### src/sv/sss_pkg.sv
// Shared types, codes and lookup tables of the selective state-space scan.
// Used by every module of the block; depends on nothing.
package sss_pkg;

    // Number of hidden state elements held
    localparam int STATE_SIZE = 16;

    // Item kinds
    localparam logic [1:0] KIND_CLEAR = 2'd0;
    localparam logic [1:0] KIND_LOAD  = 2'd1;
    localparam logic [1:0] KIND_SCAN  = 2'd2;

    // Configuration register indexes
    localparam logic [2:0] REG_STEP_BIAS    = 3'd0;
    localparam logic [2:0] REG_SKIP_GAIN    = 3'd1;
    localparam logic [2:0] REG_SKIP_ON      = 3'd2;
    localparam logic [2:0] REG_SOFTPLUS_ON  = 3'd3;
    localparam logic [2:0] REG_GATE_ON      = 3'd4;
    localparam logic [2:0] REG_INPUT_COEF_B = 3'd5;
    localparam logic [2:0] REG_INPUT_COEF_C = 3'd6;

    typedef struct packed {
        logic signed [15:0] step_bias;
        logic signed [15:0] skip_gain;
        logic               skip_on;
        logic               softplus_on;
        logic               gate_on;
        logic               input_coef_b;
        logic               input_coef_c;
    } cfg_t;

    typedef enum logic [4:0] {
        ST_IDLE, ST_DT, ST_MA, ST_MQ, ST_EXP, ST_DB, ST_DBU, ST_EX, ST_XN,
        ST_XC, ST_ACC, ST_SKP, ST_YS, ST_SIG, ST_SILU, ST_GATE, ST_EMIT
    } state_t;

    typedef enum logic [3:0] {
        OP_NONE, OP_DT, OP_MA, OP_MQ, OP_EXP, OP_DB, OP_DBU, OP_EX, OP_XN,
        OP_XC, OP_ACC, OP_SKP, OP_YS, OP_SIG, OP_SILU, OP_GATE
    } op_t;

    typedef struct packed {
        op_t  op;
        logic emit;
    } cmd_t;

    typedef struct packed {
        logic in_ok;
        logic in_last;
        logic last;
        logic gate_on;
        logic out_ready;
    } status_t;

    // Softplus at the whole numbers -8.0 .. 8.0, Q8.8
    function automatic logic [16:0] softplus_tab(input logic [4:0] i);
        logic [16:0] r;
        case (i)
            5'd0:    r = 17'd0;
            5'd1:    r = 17'd0;
            5'd2:    r = 17'd1;
            5'd3:    r = 17'd2;
            5'd4:    r = 17'd5;
            5'd5:    r = 17'd12;
            5'd6:    r = 17'd32;
            5'd7:    r = 17'd80;
            5'd8:    r = 17'd177;
            5'd9:    r = 17'd336;
            5'd10:   r = 17'd544;
            5'd11:   r = 17'd780;
            5'd12:   r = 17'd1029;
            5'd13:   r = 17'd1282;
            5'd14:   r = 17'd1537;
            5'd15:   r = 17'd1792;
            default: r = 17'd2048;
        endcase
        return r;
    endfunction

    // Sigmoid at the whole numbers -8.0 .. 8.0, Q0.16
    function automatic logic [16:0] sigmoid_tab(input logic [4:0] i);
        logic [16:0] r;
        case (i)
            5'd0:    r = 17'd22;
            5'd1:    r = 17'd60;
            5'd2:    r = 17'd162;
            5'd3:    r = 17'd439;
            5'd4:    r = 17'd1179;
            5'd5:    r = 17'd3108;
            5'd6:    r = 17'd7812;
            5'd7:    r = 17'd17625;
            5'd8:    r = 17'd32768;
            5'd9:    r = 17'd47911;
            5'd10:   r = 17'd57724;
            5'd11:   r = 17'd62428;
            5'd12:   r = 17'd64357;
            5'd13:   r = 17'd65097;
            5'd14:   r = 17'd65374;
            5'd15:   r = 17'd65476;
            default: r = 17'd65514;
        endcase
        return r;
    endfunction

    // 2^f at sixteenths of one, Q16.16
    function automatic logic [17:0] pow2_tab(input logic [4:0] i);
        logic [17:0] r;
        case (i)
            5'd0:    r = 18'd65536;
            5'd1:    r = 18'd68438;
            5'd2:    r = 18'd71468;
            5'd3:    r = 18'd74632;
            5'd4:    r = 18'd77936;
            5'd5:    r = 18'd81386;
            5'd6:    r = 18'd84990;
            5'd7:    r = 18'd88752;
            5'd8:    r = 18'd92682;
            5'd9:    r = 18'd96785;
            5'd10:   r = 18'd101070;
            5'd11:   r = 18'd105545;
            5'd12:   r = 18'd110218;
            5'd13:   r = 18'd115098;
            5'd14:   r = 18'd120194;
            5'd15:   r = 18'd125515;
            default: r = 18'd131072;
        endcase
        return r;
    endfunction

endpackage

### src/sv/sss_cfg.sv
// Configuration registers of the selective state-space scan.
// Depends on sss_pkg for the register indexes and the cfg_t bundle.
module sss_cfg (
    input  logic               clk,
    input  logic               rst_n,
    input  logic               cfg_valid,
    output logic               cfg_ready,
    input  logic [2:0]         cfg_index,
    input  logic [15:0]        cfg_data,
    output sss_pkg::cfg_t      cfg
);

    sss_pkg::cfg_t cfg_reg;

    // Always able to take a write
    assign cfg_ready = 1'b1;
    assign cfg      = cfg_reg;

    // Decode the index and hold the written value
    always_ff @(posedge clk or negedge rst_n)
    begin
        if (!rst_n)
        begin
            cfg_reg <= '0;
        end
        else if (cfg_valid)
        begin
            case (cfg_index)
                sss_pkg::REG_STEP_BIAS:    cfg_reg.step_bias    <= $signed(cfg_data);
                sss_pkg::REG_SKIP_GAIN:    cfg_reg.skip_gain    <= $signed(cfg_data);
                sss_pkg::REG_SKIP_ON:      cfg_reg.skip_on      <= cfg_data[0];
                sss_pkg::REG_SOFTPLUS_ON:  cfg_reg.softplus_on  <= cfg_data[0];
                sss_pkg::REG_GATE_ON:      cfg_reg.gate_on      <= cfg_data[0];
                sss_pkg::REG_INPUT_COEF_B: cfg_reg.input_coef_b <= cfg_data[0];
                sss_pkg::REG_INPUT_COEF_C: cfg_reg.input_coef_c <= cfg_data[0];
                default:                   ;
            endcase
        end
    end

endmodule

### config.mk
export PLATFORM = sky130hd
export DESIGN_NAME = sss_cfg
export DESIGN_NICKNAME = d
export VERILOG_FILES = /design/src/sv/sss_pkg.sv /design/src/sv/sss_cfg.sv
export SDC_FILE = /design/constraint.sdc
export NUM_CORES = 1
export LEC_CHECK = 0
export ABC_AREA = 1
export BUFFER_PORTS_ARGS = -buffer_cell sky130_fd_sc_hd__buf_2
export CAP_MARGIN = 10
export CORE_UTILIZATION = 48
export CTS_CLUSTER_SIZE = 14
export DETAILED_ROUTE_END_ITERATION = 8
export PLACE_DENSITY = 0.82
export SETUP_SLACK_MARGIN = 0.4
export SLEW_MARGIN = 20
export SYNTH_ARGS = -nofsm -noshare
export SYNTH_HDL_FRONTEND = slang
export SYNTH_SLANG_ARGS = --single-unit
### constraint.sdc
create_clock -name clk -period 0.8 [get_ports clk]
set_input_delay 0.08 -clock clk [delete_from_list [all_inputs] [get_ports clk]]
set_output_delay 0.08 -clock clk [all_outputs]
set_load 0.01 [all_outputs]
==> results.json <==
{
  "p_leak_nw": 1.34,
  "status": "finished with violations",
  "critPathKind": "flip-flop to primary output",
  "p_int_mw": 3.63,
  "coreArea_um2": 3080,
  "die_w_um": 59.2,
  "power_density_nw_per_um2": 2180,
  "fmax_mhz": 1030,
  "grt_max_degree": 38,
  "fillers": 199,
  "crit_slowest_cell": "dfrtp_1",
  "post_dp_cell_area_um2": 1960,
  "multi_input_area_um2": 641,
  "grt_usage_pct": 22.8,
  "row_count": 20,
  "hold_viol_final": 47,
  "fin_util_pct": 78.7,
  "dr.first_iter.drc_count": 64,
  "period_needed_ns": 0.974,
  "cp.required_ns": 0.72,
  "cts_tree": "built",
  "syn-cell-area_um2": 1570,
  "via_per_inst": 4.82,
  "p_sw_mw": 1.64,
  "seq_area_um2": 926,
  "rsz0062_at_grt": "yes",
  "numCtsBuffers": 5,
  "finalWorstSetupSlack_ns": -0.174,
  "cp.buffers_inverters": 1,
  "ant_nets": 0,
  "endpoint_kind": "primary output",
  "die_y_um": 59.2,
  "slew_viol_final": 0,
  "sw_frac_of_total_pct": 31.2,
  "synth_seq_cells": 37,
  "grt-ovfl-total": 0,
  "wire_per_inst_um": 13.5,
  "synth.avg_cell_area_um2": 8.91,
  "first_pass_iters": 4,
  "synth_fa_ha_area_share_pct": 0,
  "num_vias": 1505,
  "synth-simple-area-share_pct": 34.7,
  "drive_gt1_share_pct": 49.3,
  "critical_path_arrival_ns": 0.89,
  "clock-sinks": 37,
  "synth_xor_area_share_pct": 0,
  "share_comb_of_total_power_pct": 34.9,
  "dieArea_um2": 3500,
  "critPathLaunch": "cfg[20]",
  "drt_wl_total_um": 4200,
  "hold_ws_ns": -0.319,
  "pin_count": 60,
  "critPathTopFamily": "flip-flops",
  "grt_pass1_vias": 1343,
  "ys_seq_area_share_pct": 59.0,
  "clk_path_buf_depth": 2,
  "setup_viol_count_final": 43,
  "antenna_found_initial": 0,
  "htreeDepth": 2,
  "violations": "hold timing, setup timing",
  "port_buffers": 58,
  "hpwl_um": 2370,
  "worst_clock_skew_ns": 0,
  "fin_crit_sh_pct": 122,
  "max_stage_delay_ns": 0.42,
  "r2r-start": "cfg[26]",
  "clkLatencyLatePin_ns": 0.33,
  "p_clk_share_pct": 18.8,
  "grt_pass1_wl_um": 5860,
  "cts_root_buf": "clkbuf_4",
  "critPathMaxFanout": 2,
  "seqPwrFrac_pct": 46.4,
  "route.detailed.drc": 0,
  "hp-class": "input port to async pin",
  "areaGrowthSynthToFinish_pct": 54.3,
  "initial_core_util_pct": 51.0,
  "synth.area.mux_share_pct": 0,
  "cts.reportedPaths.clkPinSlew_ns": 0.10,
  "n_antenna_cell": 0,
  "ir_drop_mv": 1.10,
  "cp.depth": 1,
  "ys_types": 13,
  "design_area_um2": 2420,
  "layout.nets": 290,
  "syn_nets": 198,
  "start_kind": "flip-flop",
  "synth-compound-area-share_pct": 0,
  "drv_cap": 0,
  "rr_worst_depth": 4,
  "synth-warning-count": 0,
  "netlist_instances": 176,
  "synth_top_family_by_area": "simple AND/OR/NAND/NOR gates",
  "largest_reg_flops": 37,
  "globalplace.congestion": 0.837,
  "cp_cell_sequence": "buf_2"
}
==> final timing paths <==
check	endpoint	slack (ns)
min in group clk	cfg[20]	-0.02
max	cfg[20]	-0.17
min reg2reg	cfg[35]	0.48
min	cfg[5]	-0.32
max in group asynchronous	cfg[20]	0.93
max reg2reg	cfg[26]	-0.03
==> layout by cell type (no fill, tap or decap), types with 2 or more instances in the layout <==
cell	count
buf_12	4
buf_2	57
buf_4	7
buf_6	26
clkbuf_4	5
dfrtp_1	37
inv_1	3
inv_8	2
nand2_1	57
nand2_2	23
nand2_8	2
nand3_1	36
nor2_4	3
==> cells in the mapped netlist <==
library cell,number,area [um2]
inv_1,4,15.0
nand2_4,2,22.5
dfrtp_1,37,926
buf_6,3,33.8
nand2_1,81,304
nor2_2,1,6.26
inv_2,1,3.75
nand3_1,37,185
nor2_4,2,22.5
buf_4,5,37.5
nor2_1,1,3.75
buf_2,1,5.00
conb_1,1,3.75
==> kinds of logic (layout without fill, tap and decap cells) <==
family                 Yosys count  after routing
AND/OR/NAND/NOR                124            124
flip-flops                      37             37
buffers and inverters           14            106
other                            1              1
==> metal layers <==
metal  GRT usage (%)  up-vias  share of wire [%]
li1                -      740                  -
met1            28.9      702                 40
met2            38.3       51                 54
met3            5.24       12                4.9
met4            8.16        0                1.9
met5               0        -                  0
==> layout make-up <==
cell class	instances	share of cell area, %
clock buffers	7	2.27
flip-flops and latches	37	38.2
multi-input cells	125	26.5
repair buffers	94	29.4
inverters	5	1.40
well taps	44	2.27
==> power groups by stage <==
stage,registers (mW),logic (mW),clock network [mW]
2_1_floorplan,2.60,0.382,0
3_3_place_gp,2.43,1.10,0
3_5_place_dp,2.44,1.13,0
4_1_cts,2.40,1.37,1.01
5_1_grt,2.48,2.00,1.09
6_report,2.44,1.84,0.990
==> per-stage QoR <==
step,setup slack (ns),instances,TNS [ns],hold WS (ns),power [mW]
after floorplan,0.0358,176,0,-0.216,2.98
after global placement,-0.121,277,-3.62,0.0578,3.53
after detailed placement,-0.161,277,-4.34,0.0586,3.56
after CTS,-0.181,298,-5.73,-0.315,4.78
after global routing,-0.207,312,-7.32,-0.310,5.56
final,-0.174,312,-5.81,-0.319,5.27
==> repair_timing <==
item                       4_1_cts  5_1_grt
setup buffers                   14       14
setup endpoints to repair       74       74
pin swaps                        8       21
hold endpoints to repair        61       47
resized for setup                8       45
No activity file was read; power rests on OpenSTA's default activity.
