===== src/sv/sss_pkg.sv =====
// Shared types, codes and lookup tables of the selective state-space scan.
// Used by every module of the block; depends on nothing.
package sss_pkg;

    // Number of hidden state elements held
    localparam int STATE_SIZE = 16;

    // Item kinds
    localparam logic [1:0] KIND_CLEAR = 2'd0;
    localparam logic [1:0] KIND_LOAD  = 2'd1;
    localparam logic [1:0] KIND_SCAN  = 2'd2;

    // Configuration register indexes
    localparam logic [2:0] REG_STEP_BIAS    = 3'd0;
    localparam logic [2:0] REG_SKIP_GAIN    = 3'd1;
    localparam logic [2:0] REG_SKIP_ON      = 3'd2;
    localparam logic [2:0] REG_SOFTPLUS_ON  = 3'd3;
    localparam logic [2:0] REG_GATE_ON      = 3'd4;
    localparam logic [2:0] REG_INPUT_COEF_B = 3'd5;
    localparam logic [2:0] REG_INPUT_COEF_C = 3'd6;

    typedef struct packed {
        logic signed [15:0] step_bias;
        logic signed [15:0] skip_gain;
        logic               skip_on;
        logic               softplus_on;
        logic               gate_on;
        logic               input_coef_b;
        logic               input_coef_c;
    } cfg_t;

    typedef enum logic [4:0] {
        ST_IDLE, ST_DT, ST_MA, ST_MQ, ST_EXP, ST_DB, ST_DBU, ST_EX, ST_XN,
        ST_XC, ST_ACC, ST_SKP, ST_YS, ST_SIG, ST_SILU, ST_GATE, ST_EMIT
    } state_t;

    typedef enum logic [3:0] {
        OP_NONE, OP_DT, OP_MA, OP_MQ, OP_EXP, OP_DB, OP_DBU, OP_EX, OP_XN,
        OP_XC, OP_ACC, OP_SKP, OP_YS, OP_SIG, OP_SILU, OP_GATE
    } op_t;

    typedef struct packed {
        op_t  op;
        logic emit;
    } cmd_t;

    typedef struct packed {
        logic in_ok;
        logic in_last;
        logic last;
        logic gate_on;
        logic out_ready;
    } status_t;

    // Softplus at the whole numbers -8.0 .. 8.0, Q8.8
    function automatic logic [16:0] softplus_tab(input logic [4:0] i);
        logic [16:0] r;
        case (i)
            5'd0:    r = 17'd0;
            5'd1:    r = 17'd0;
            5'd2:    r = 17'd1;
            5'd3:    r = 17'd2;
            5'd4:    r = 17'd5;
            5'd5:    r = 17'd12;
            5'd6:    r = 17'd32;
            5'd7:    r = 17'd80;
            5'd8:    r = 17'd177;
            5'd9:    r = 17'd336;
            5'd10:   r = 17'd544;
            5'd11:   r = 17'd780;
            5'd12:   r = 17'd1029;
            5'd13:   r = 17'd1282;
            5'd14:   r = 17'd1537;
            5'd15:   r = 17'd1792;
            default: r = 17'd2048;
        endcase
        return r;
    endfunction

    // Sigmoid at the whole numbers -8.0 .. 8.0, Q0.16
    function automatic logic [16:0] sigmoid_tab(input logic [4:0] i);
        logic [16:0] r;
        case (i)
            5'd0:    r = 17'd22;
            5'd1:    r = 17'd60;
            5'd2:    r = 17'd162;
            5'd3:    r = 17'd439;
            5'd4:    r = 17'd1179;
            5'd5:    r = 17'd3108;
            5'd6:    r = 17'd7812;
            5'd7:    r = 17'd17625;
            5'd8:    r = 17'd32768;
            5'd9:    r = 17'd47911;
            5'd10:   r = 17'd57724;
            5'd11:   r = 17'd62428;
            5'd12:   r = 17'd64357;
            5'd13:   r = 17'd65097;
            5'd14:   r = 17'd65374;
            5'd15:   r = 17'd65476;
            default: r = 17'd65514;
        endcase
        return r;
    endfunction

    // 2^f at sixteenths of one, Q16.16
    function automatic logic [17:0] pow2_tab(input logic [4:0] i);
        logic [17:0] r;
        case (i)
            5'd0:    r = 18'd65536;
            5'd1:    r = 18'd68438;
            5'd2:    r = 18'd71468;
            5'd3:    r = 18'd74632;
            5'd4:    r = 18'd77936;
            5'd5:    r = 18'd81386;
            5'd6:    r = 18'd84990;
            5'd7:    r = 18'd88752;
            5'd8:    r = 18'd92682;
            5'd9:    r = 18'd96785;
            5'd10:   r = 18'd101070;
            5'd11:   r = 18'd105545;
            5'd12:   r = 18'd110218;
            5'd13:   r = 18'd115098;
            5'd14:   r = 18'd120194;
            5'd15:   r = 18'd125515;
            default: r = 18'd131072;
        endcase
        return r;
    endfunction

endpackage


===== src/sv/sss_ctrl.sv =====
// Sequencing state machine of the selective state-space scan.
// Depends on sss_pkg for state, command and status types.
module sss_ctrl (
    input  logic              clk,
    input  logic              rst_n,
    input  logic              in_valid,
    input  logic [1:0]        kind,
    input  sss_pkg::status_t  status,
    output logic              in_stall,
    output sss_pkg::cmd_t     cmd
);

    sss_pkg::state_t state_reg;
    sss_pkg::state_t state_next;

    always_ff @(posedge clk or negedge rst_n)
    begin
        if (!rst_n)
        begin
            state_reg <= sss_pkg::ST_IDLE;
        end
        else
        begin
            state_reg <= state_next;
        end
    end

    // Next state
    always_comb
    begin
        state_next = state_reg;
        case (state_reg)
            sss_pkg::ST_IDLE:
            begin
                if (in_valid && kind == sss_pkg::KIND_SCAN)
                begin
                    if (status.in_ok)
                        state_next = sss_pkg::ST_DT;
                    else if (status.in_last)
                        state_next = sss_pkg::ST_SKP;
                end
            end
            sss_pkg::ST_DT:   state_next = sss_pkg::ST_MA;
            sss_pkg::ST_MA:   state_next = sss_pkg::ST_MQ;
            sss_pkg::ST_MQ:   state_next = sss_pkg::ST_EXP;
            sss_pkg::ST_EXP:  state_next = sss_pkg::ST_DB;
            sss_pkg::ST_DB:   state_next = sss_pkg::ST_DBU;
            sss_pkg::ST_DBU:  state_next = sss_pkg::ST_EX;
            sss_pkg::ST_EX:   state_next = sss_pkg::ST_XN;
            sss_pkg::ST_XN:   state_next = sss_pkg::ST_XC;
            sss_pkg::ST_XC:   state_next = sss_pkg::ST_ACC;
            sss_pkg::ST_ACC:
                state_next = status.last ? sss_pkg::ST_SKP : sss_pkg::ST_IDLE;
            sss_pkg::ST_SKP:  state_next = sss_pkg::ST_YS;
            sss_pkg::ST_YS:
                state_next = status.gate_on ? sss_pkg::ST_SIG : sss_pkg::ST_EMIT;
            sss_pkg::ST_SIG:  state_next = sss_pkg::ST_SILU;
            sss_pkg::ST_SILU: state_next = sss_pkg::ST_GATE;
            sss_pkg::ST_GATE: state_next = sss_pkg::ST_EMIT;
            sss_pkg::ST_EMIT:
            begin
                if (status.out_ready)
                    state_next = sss_pkg::ST_IDLE;
            end
            default:          state_next = sss_pkg::ST_IDLE;
        endcase
    end

    // Outputs
    always_comb
    begin
        in_stall = (state_reg != sss_pkg::ST_IDLE);
        cmd.emit = (state_reg == sss_pkg::ST_EMIT);
        case (state_reg)
            sss_pkg::ST_DT:   cmd.op = sss_pkg::OP_DT;
            sss_pkg::ST_MA:   cmd.op = sss_pkg::OP_MA;
            sss_pkg::ST_MQ:   cmd.op = sss_pkg::OP_MQ;
            sss_pkg::ST_EXP:  cmd.op = sss_pkg::OP_EXP;
            sss_pkg::ST_DB:   cmd.op = sss_pkg::OP_DB;
            sss_pkg::ST_DBU:  cmd.op = sss_pkg::OP_DBU;
            sss_pkg::ST_EX:   cmd.op = sss_pkg::OP_EX;
            sss_pkg::ST_XN:   cmd.op = sss_pkg::OP_XN;
            sss_pkg::ST_XC:   cmd.op = sss_pkg::OP_XC;
            sss_pkg::ST_ACC:  cmd.op = sss_pkg::OP_ACC;
            sss_pkg::ST_SKP:  cmd.op = sss_pkg::OP_SKP;
            sss_pkg::ST_YS:   cmd.op = sss_pkg::OP_YS;
            sss_pkg::ST_SIG:  cmd.op = sss_pkg::OP_SIG;
            sss_pkg::ST_SILU: cmd.op = sss_pkg::OP_SILU;
            sss_pkg::ST_GATE: cmd.op = sss_pkg::OP_GATE;
            default:          cmd.op = sss_pkg::OP_NONE;
        endcase
    end

endmodule


===== config.mk =====
export PLATFORM = sky130hd
export DESIGN_NAME = sss_ctrl
export DESIGN_NICKNAME = d
export VERILOG_FILES = /design/src/sv/sss_pkg.sv /design/src/sv/sss_ctrl.sv
export SDC_FILE = /design/constraint.sdc
export NUM_CORES = 1
export LEC_CHECK = 0
export ABC_AREA = 1
export BUFFER_PORTS_ARGS = -buffer_cell sky130_fd_sc_hd__buf_2
export CAP_MARGIN = 20
export CORE_AREA = 2 2 39 41
export CTS_CLUSTER_SIZE = 30
export DETAILED_ROUTE_END_ITERATION = 10
export DIE_AREA = 0 0 41 43
export PLACE_DENSITY_LB_ADDON = 0.1
export REMOVE_ABC_BUFFERS = 1
export SLEW_MARGIN = 20
export SYNTH_ARGS = -nofsm -noshare
export SYNTH_HDL_FRONTEND = slang
export SYNTH_SLANG_ARGS = --single-unit

===== constraint.sdc =====
create_clock -name clk -period 1.5 [get_ports clk]
set_clock_uncertainty 0.05 [all_clocks]
set_input_delay 0.3 -clock clk [delete_from_list [all_inputs] [get_ports clk]]
set_output_delay 0.3 -clock clk [all_outputs]
set_load 0.005 [all_outputs]

==> results of run 1 <==
cell families (layout without fill, tap and decap cells):
| group | after synthesis | in the layout | synth area share, % |
|---|---|---|---|
| DFF | 5 | 5 | 25.8 |
| and+or+nand+nor | 50 | 50 | 52.5 |
| buffers and inverters | 15 | 44 | 11.6 |
| AOI/OAI and AO/OA | 7 | 7 | 10.1 |
power by group through the flow:
stage / Combinational (uW) / Sequential (uW) / Clock (uW)
after floorplan: 555 / 260 / 0
after global placement: 797 / 263 / 0
after detailed placement: 793 / 263 / 0
after CTS: 907 / 261 / 162
after global routing: 1090 / 286 / 181
final: 991 / 282 / 159
per-stage QoR:
| step | hold WS (ps) | area (um2) | setup slack, ps | TNS [ps] | cells |
|---|---|---|---|---|---|
| after floorplan | -45.6 | 484 | 312 | 0 | 77 |
| after global placement | 69.0 | 602 | 180 | 0 | 111 |
| after detailed placement | 77.0 | 602 | 189 | 0 | 111 |
| after CTS | 347 | 676 | -31.3 | -54.2 | 120 |
| after global routing | 349 | 711 | -62.0 | -84.1 | 122 |
| final | 344 | 711 | 15.0 | 0 | 122 |
per-layer routing:
layer / vias up / wire [um] / share of wire [%] / GRT usage [%]
met5: - / 0 / 0 / 0
met1: 260 / 619 / 45 / 22.4
met4: 0 / 19 / 1.4 / 4.00
met2: 24 / 662 / 48 / 26.6
li1: 302 / - / - / -
met3: 2 / 74 / 5.4 / 9.42
worst max path at each step:
stage | from | end | slack, ps | cells after the start
detailed placement | state_reg[2] | in_stall | 190 | 5
global placement | state_reg[2] | in_stall | 180 | 5
CTS | state_reg[1] | in_stall | -30 | 5
finish | state_reg[0] | in_stall | 20 | 5
global route | state_reg[0] | in_stall | -60 | 5
floorplan | state_reg[2] | in_stall | 310 | 4
layout make-up:
type                    instances  share of cell area, %
clock buffers                   4                   3.70
inverters                      15                   8.27
multi-input cells              57                   45.4
flip-flops and latches          5                   18.3
well taps                      16                   2.82
repair buffers                 25                   21.5
cell usage in the layout (no fill, tap or decap), types with 2 or more instances in the layout:
cell,synthesis,routed
nand3_2,3,3
o21ai_0,2,2
nand4_1,3,3
nor2_2,5,4
nand2_2,1,2
nand2_1,14,13
buf_2,0,15
dfrtp_2,0,4
nand3_1,4,4
nor2_1,16,15
inv_1,10,9
nor2_4,1,3
o21ai_2,2,2
buf_4,0,9
clkbuf_4,0,3
inv_2,5,5
what timing repair did:
action                     in CTS  in global routing
hold buffers                    1                  0
setup buffers                   4                  2
pin swaps                       2                  3
setup endpoints to repair       2                  2
hold endpoints to repair        5                  0
gates resized for setup         3                  8
==> metrics.yaml, run 1 <==
crit_path_max_incr_delay_ps: 430
cp-end-kind: "output port"
hold_viol_final: 0
rsz0062_at_grt: "true"
worst_pin_slew_ps: 178
grt_pass1_vias: 492
worstSkewPairLatency_ps: 240
syn_area_per_cell_um2: 6.29
p_leak_uw: 0.000396
die_area_mm2: 0.00176
row_count: 14
combPwrFrac_pct: 69.2
fmax_mhz: 673
wl_per_cell_um: 11.3
min_period_ps: 1480
antenna_cells: 0
via_count: 588
intPower_uw: 737
yosysTopAreaCell: "dfrtp_1"
drc: 0
cts_tree: "yes"
drt-total-wl_mm: 1.38
async_flop_share_pct: 100
ys_top_cells_by_area: "dfrtp_1 26%, nor2_1 12%, nand2_1 11%"
synth-edff-count: 0
antenna_left: 0
port_buffers: 15
synth_top_area_share_pct: 25.8
p_per_area_mw_per_mm2: 2010
period_share_pct: 99.0
r2r_end: "state_reg[3]"
ys_seq_area_share_pct: 25.8
finalMaxSlewViolations: 0
fp.dieH_um: 43
core-area_mm2: 0.00138
regArea_um2: 130
largest_reg_flops: 5
ctsLongestPathBuffers: 2
die_x_um: 41
grt_pass1_wl_mm: 2.08
yosys_register_bits: 5
path_buf_inv: 2
fin_util_pct: 51.4
drtIter0Drc: 19
hold_path.class: "input port to asynchronous set/reset pin"
multi_input_area_um2: 323
cp_data_required_time_ps: 1150
cpMostUsedCell: "nor2_4"
crit_path_start_kind: "register"
htreeDepth: 1
regToRegStartpoint: "state_reg[0]"
ys_types: 19
grt_antenna_before_repair: 0
hpwl_um: 989
syn_inst: 77
status: "complete, no violations"
layout-drive-gt1-share_pct: 50.9
cp_cell_sequence: "nor2_4, nand2_4, nor2_4, inv_1, buf_2"
nNetsFinal: 117
grt_start_max_net_pins: 10
p_total_uw: 1430
areaGrowthSynthToFinish_pct: 46.8
gp_congestion: 0.851
drt_first_pass_iters: 4
overflow: 0
critPathMaxFanout: 3
root_buffer: "clkbuf_4"
synth_most_common_cell: "nor2_1"
crit_type: "register to output port"
r2r_cells: 9
pwr-share-clk_pct: 11.1
clkSinkCount: 5
pwr-share-seq_pct: 19.7
slew_headroom_pct: 88.0
cts_made_buffers: 3
yosys-top-cells-count: "16 x nor2_1, 14 x nand2_1, 10 x inv_1"
crit_family: "flip-flops"
grtUsageTotal_pct: 17.9
ys_warn_count: 0
critPathArrivalTime_ps: 1130
viasPerCell: 4.82
r2r_slack_ps: 100
p_sw_uw: 695
synthFlopType: "dfrtp_1"
drv_cap: 0
num_io_pins: 16
start_util_pct: 35.0
synth_area_um2: 484
setup_viol: 0
slowest_stage: "dfrtp_2"
ir_drop_mv: 0.804
num-fill-cells: 154
clk_pin_slew_worst_paths_ps: 50
swShare_pct: 48.5
Note: power is estimated with default switching activity, not from simulation.
==> run 2, diff against run 1 <==
- MAX_ROUTING_LAYER: not set -> met4
==> run 2 against run 1 <==
Net effect: critical path depth unchanged; global-route usage increased by 0.44 points; via count grew 0.51%; routed wire length fell by 0.29%; setup slack about the same; clock-buffer cell count is the same; first-iteration DRC count is the same; worst hold slack is essentially flat; clock power about the same; die area is the same; power about the same; register-to-register slack about the same; critical endpoint unchanged; largest power group unchanged.
==> metrics.yaml, run 2 (synthesis results as in run 1) <==
drt_first_pass_iters: 4  # unchanged
wl_per_cell_um: 11.2  # -0.29%
ir_drop_mv: 0.804  # about the same
crit_path_start_kind: "register"
areaGrowthSynthToFinish_pct: 46.8  # unchanged
largest_reg_flops: 5  # unchanged
setup_viol: 0  # unchanged
worst_pin_slew_ps: 178  # +0.000119 ps
clk_pin_slew_worst_paths_ps: 50  # about the same
status: "complete, no violations"
path_buf_inv: 2  # unchanged
fmax_mhz: 673  # about the same
critPathArrivalTime_ps: 1140  # about the same
layout-drive-gt1-share_pct: 50.9  # unchanged
drt-total-wl_mm: 1.37  # -0.29%
drtIter0Drc: 19  # unchanged
cp_data_required_time_ps: 1150  # about the same
port_buffers: 15  # unchanged
die_area_mm2: 0.00176  # unchanged
grt_start_max_net_pins: 10  # unchanged
fp.dieH_um: 43  # unchanged
cp_cell_sequence: "nor2_4, nand2_4, nor2_4, inv_1, buf_2"
hold_path.class: "input port to asynchronous set/reset pin"
clkSinkCount: 5  # unchanged
min_period_ps: 1490  # +0.176 ps
start_util_pct: 35.0  # unchanged
via_count: 591  # +0.51%
place_area_um2: 602  # unchanged
grt_pass1_wl_mm: 2.09  # +0.34%
cts_made_buffers: 3  # unchanged
nNetsFinal: 117  # unchanged
grt_antenna_before_repair: 0  # unchanged
rsz0062_at_grt: "true"
crit_family: "flip-flops"
gp_congestion: 0.864  # +1.6%
fin_area_um2: 711  # unchanged
drc: 0  # unchanged
critPathMaxFanout: 3  # unchanged
row_count: 14  # unchanged
cts_tree: "yes"
num-fill-cells: 154  # unchanged
ctsLongestPathBuffers: 2  # unchanged
viasPerCell: 4.84  # +0.51%
hold_viol_final: 0  # unchanged
overflow: 0  # unchanged
cpMostUsedCell: "nor2_4"
period_share_pct: 99.0  # about the same
root_buffer: "clkbuf_4"
layout_common_cells: "15 x nor2_1, 15 x buf_2, 13 x nand2_1"
p_per_area_mw_per_mm2: 2010  # about the same
grt_pass1_vias: 492  # unchanged
slowest_stage: "dfrtp_2"
worstSkewPairLatency_ps: 240  # about the same
fin_util_pct: 51.4  # unchanged
crit_path_max_incr_delay_ps: 430  # about the same
finalMaxSlewViolations: 0  # unchanged
core-area_mm2: 0.00138  # unchanged
hpwl_um: 989  # unchanged
holdWs_ps: 344  # -0.204 ps
num_io_pins: 16  # unchanged
grtUsageTotal_pct: 18.4  # +0.44 points
cp-end-kind: "output port"
htreeDepth: 1  # unchanged
drv_cap: 0  # unchanged
crit_type: "register to output port"
die_x_um: 41  # unchanged
p_leak_uw: 0.000396  # unchanged
antenna_cells: 0  # unchanged
antenna_left: 0  # unchanged
slew_headroom_pct: 88.0  # unchanged
## run 2: cell counts in the layout (fill, tap and decap cells not counted)
Identical to the previous run, type by type.
## run 2: final timing paths
path                               from      endpoint  slack (ps)  cells after the start
max                        state_reg[0]      in_stall          10                      5
min                               rst_n  state_reg[2]         340                      2
max reg2reg                state_reg[0]  state_reg[3]         100                      9
min reg2reg                state_reg[4]  state_reg[0]         630                      3
max in group asynchronous         rst_n  state_reg[1]         910                      2
min in group clk              status[0]  state_reg[4]         350                      4
## run 2: final cells by class
class	count	area [um2]	area share, %
Clock buffer	4	26.3	3.70
Inverter	15	58.8	8.27
Multi-Input combinational cell	57	323	45.4
Sequential cell	5	130	18.3
Tap cell	16	20.0	2.82
Timing Repair Buffer	25	153	21.5
## run 2: stage by stage
stage / total power, uW / setup slack (ps) / instances / TNS [ps]
3_3_place_gp: 1060 / 180 / 111 / 0
5_1_grt: 1560 / -62.0 / 122 / -84.1
6_report: 1430 / 14.8 / 122 / 0
3_5_place_dp: 1060 / 189 / 111 / 0
2_1_floorplan: 815 / 312 / 77 / 0
4_1_cts: 1330 / -31.3 / 120 / -54.2
## run 2: layer usage
| metal | up-vias | GRT usage, % | wire [um] |
|---|---|---|---|
| met1 | 263 | 22.4 | 613 |
| met5 | - | - | 0 |
| li1 | 302 | - | - |
| met4 | 0 | 4.00 | 19 |
| met2 | 24 | 26.6 | 665 |
| met3 | 2 | 9.42 | 72 |
## run 2: repair_timing
item / CTS / global route
hold buffers: 1 / 0
buffers inserted: 4 / 2
pin swaps: 2 / 3
resized for setup: 3 / 8
endpoints found under the setup margin: 2 / 2
hold endpoints to repair: 5 / 0
## run 2: report_power, final
part	internal (uW)	switching (uW)
clock	101	58.7
sequential	200	81.1
combinational	435	555
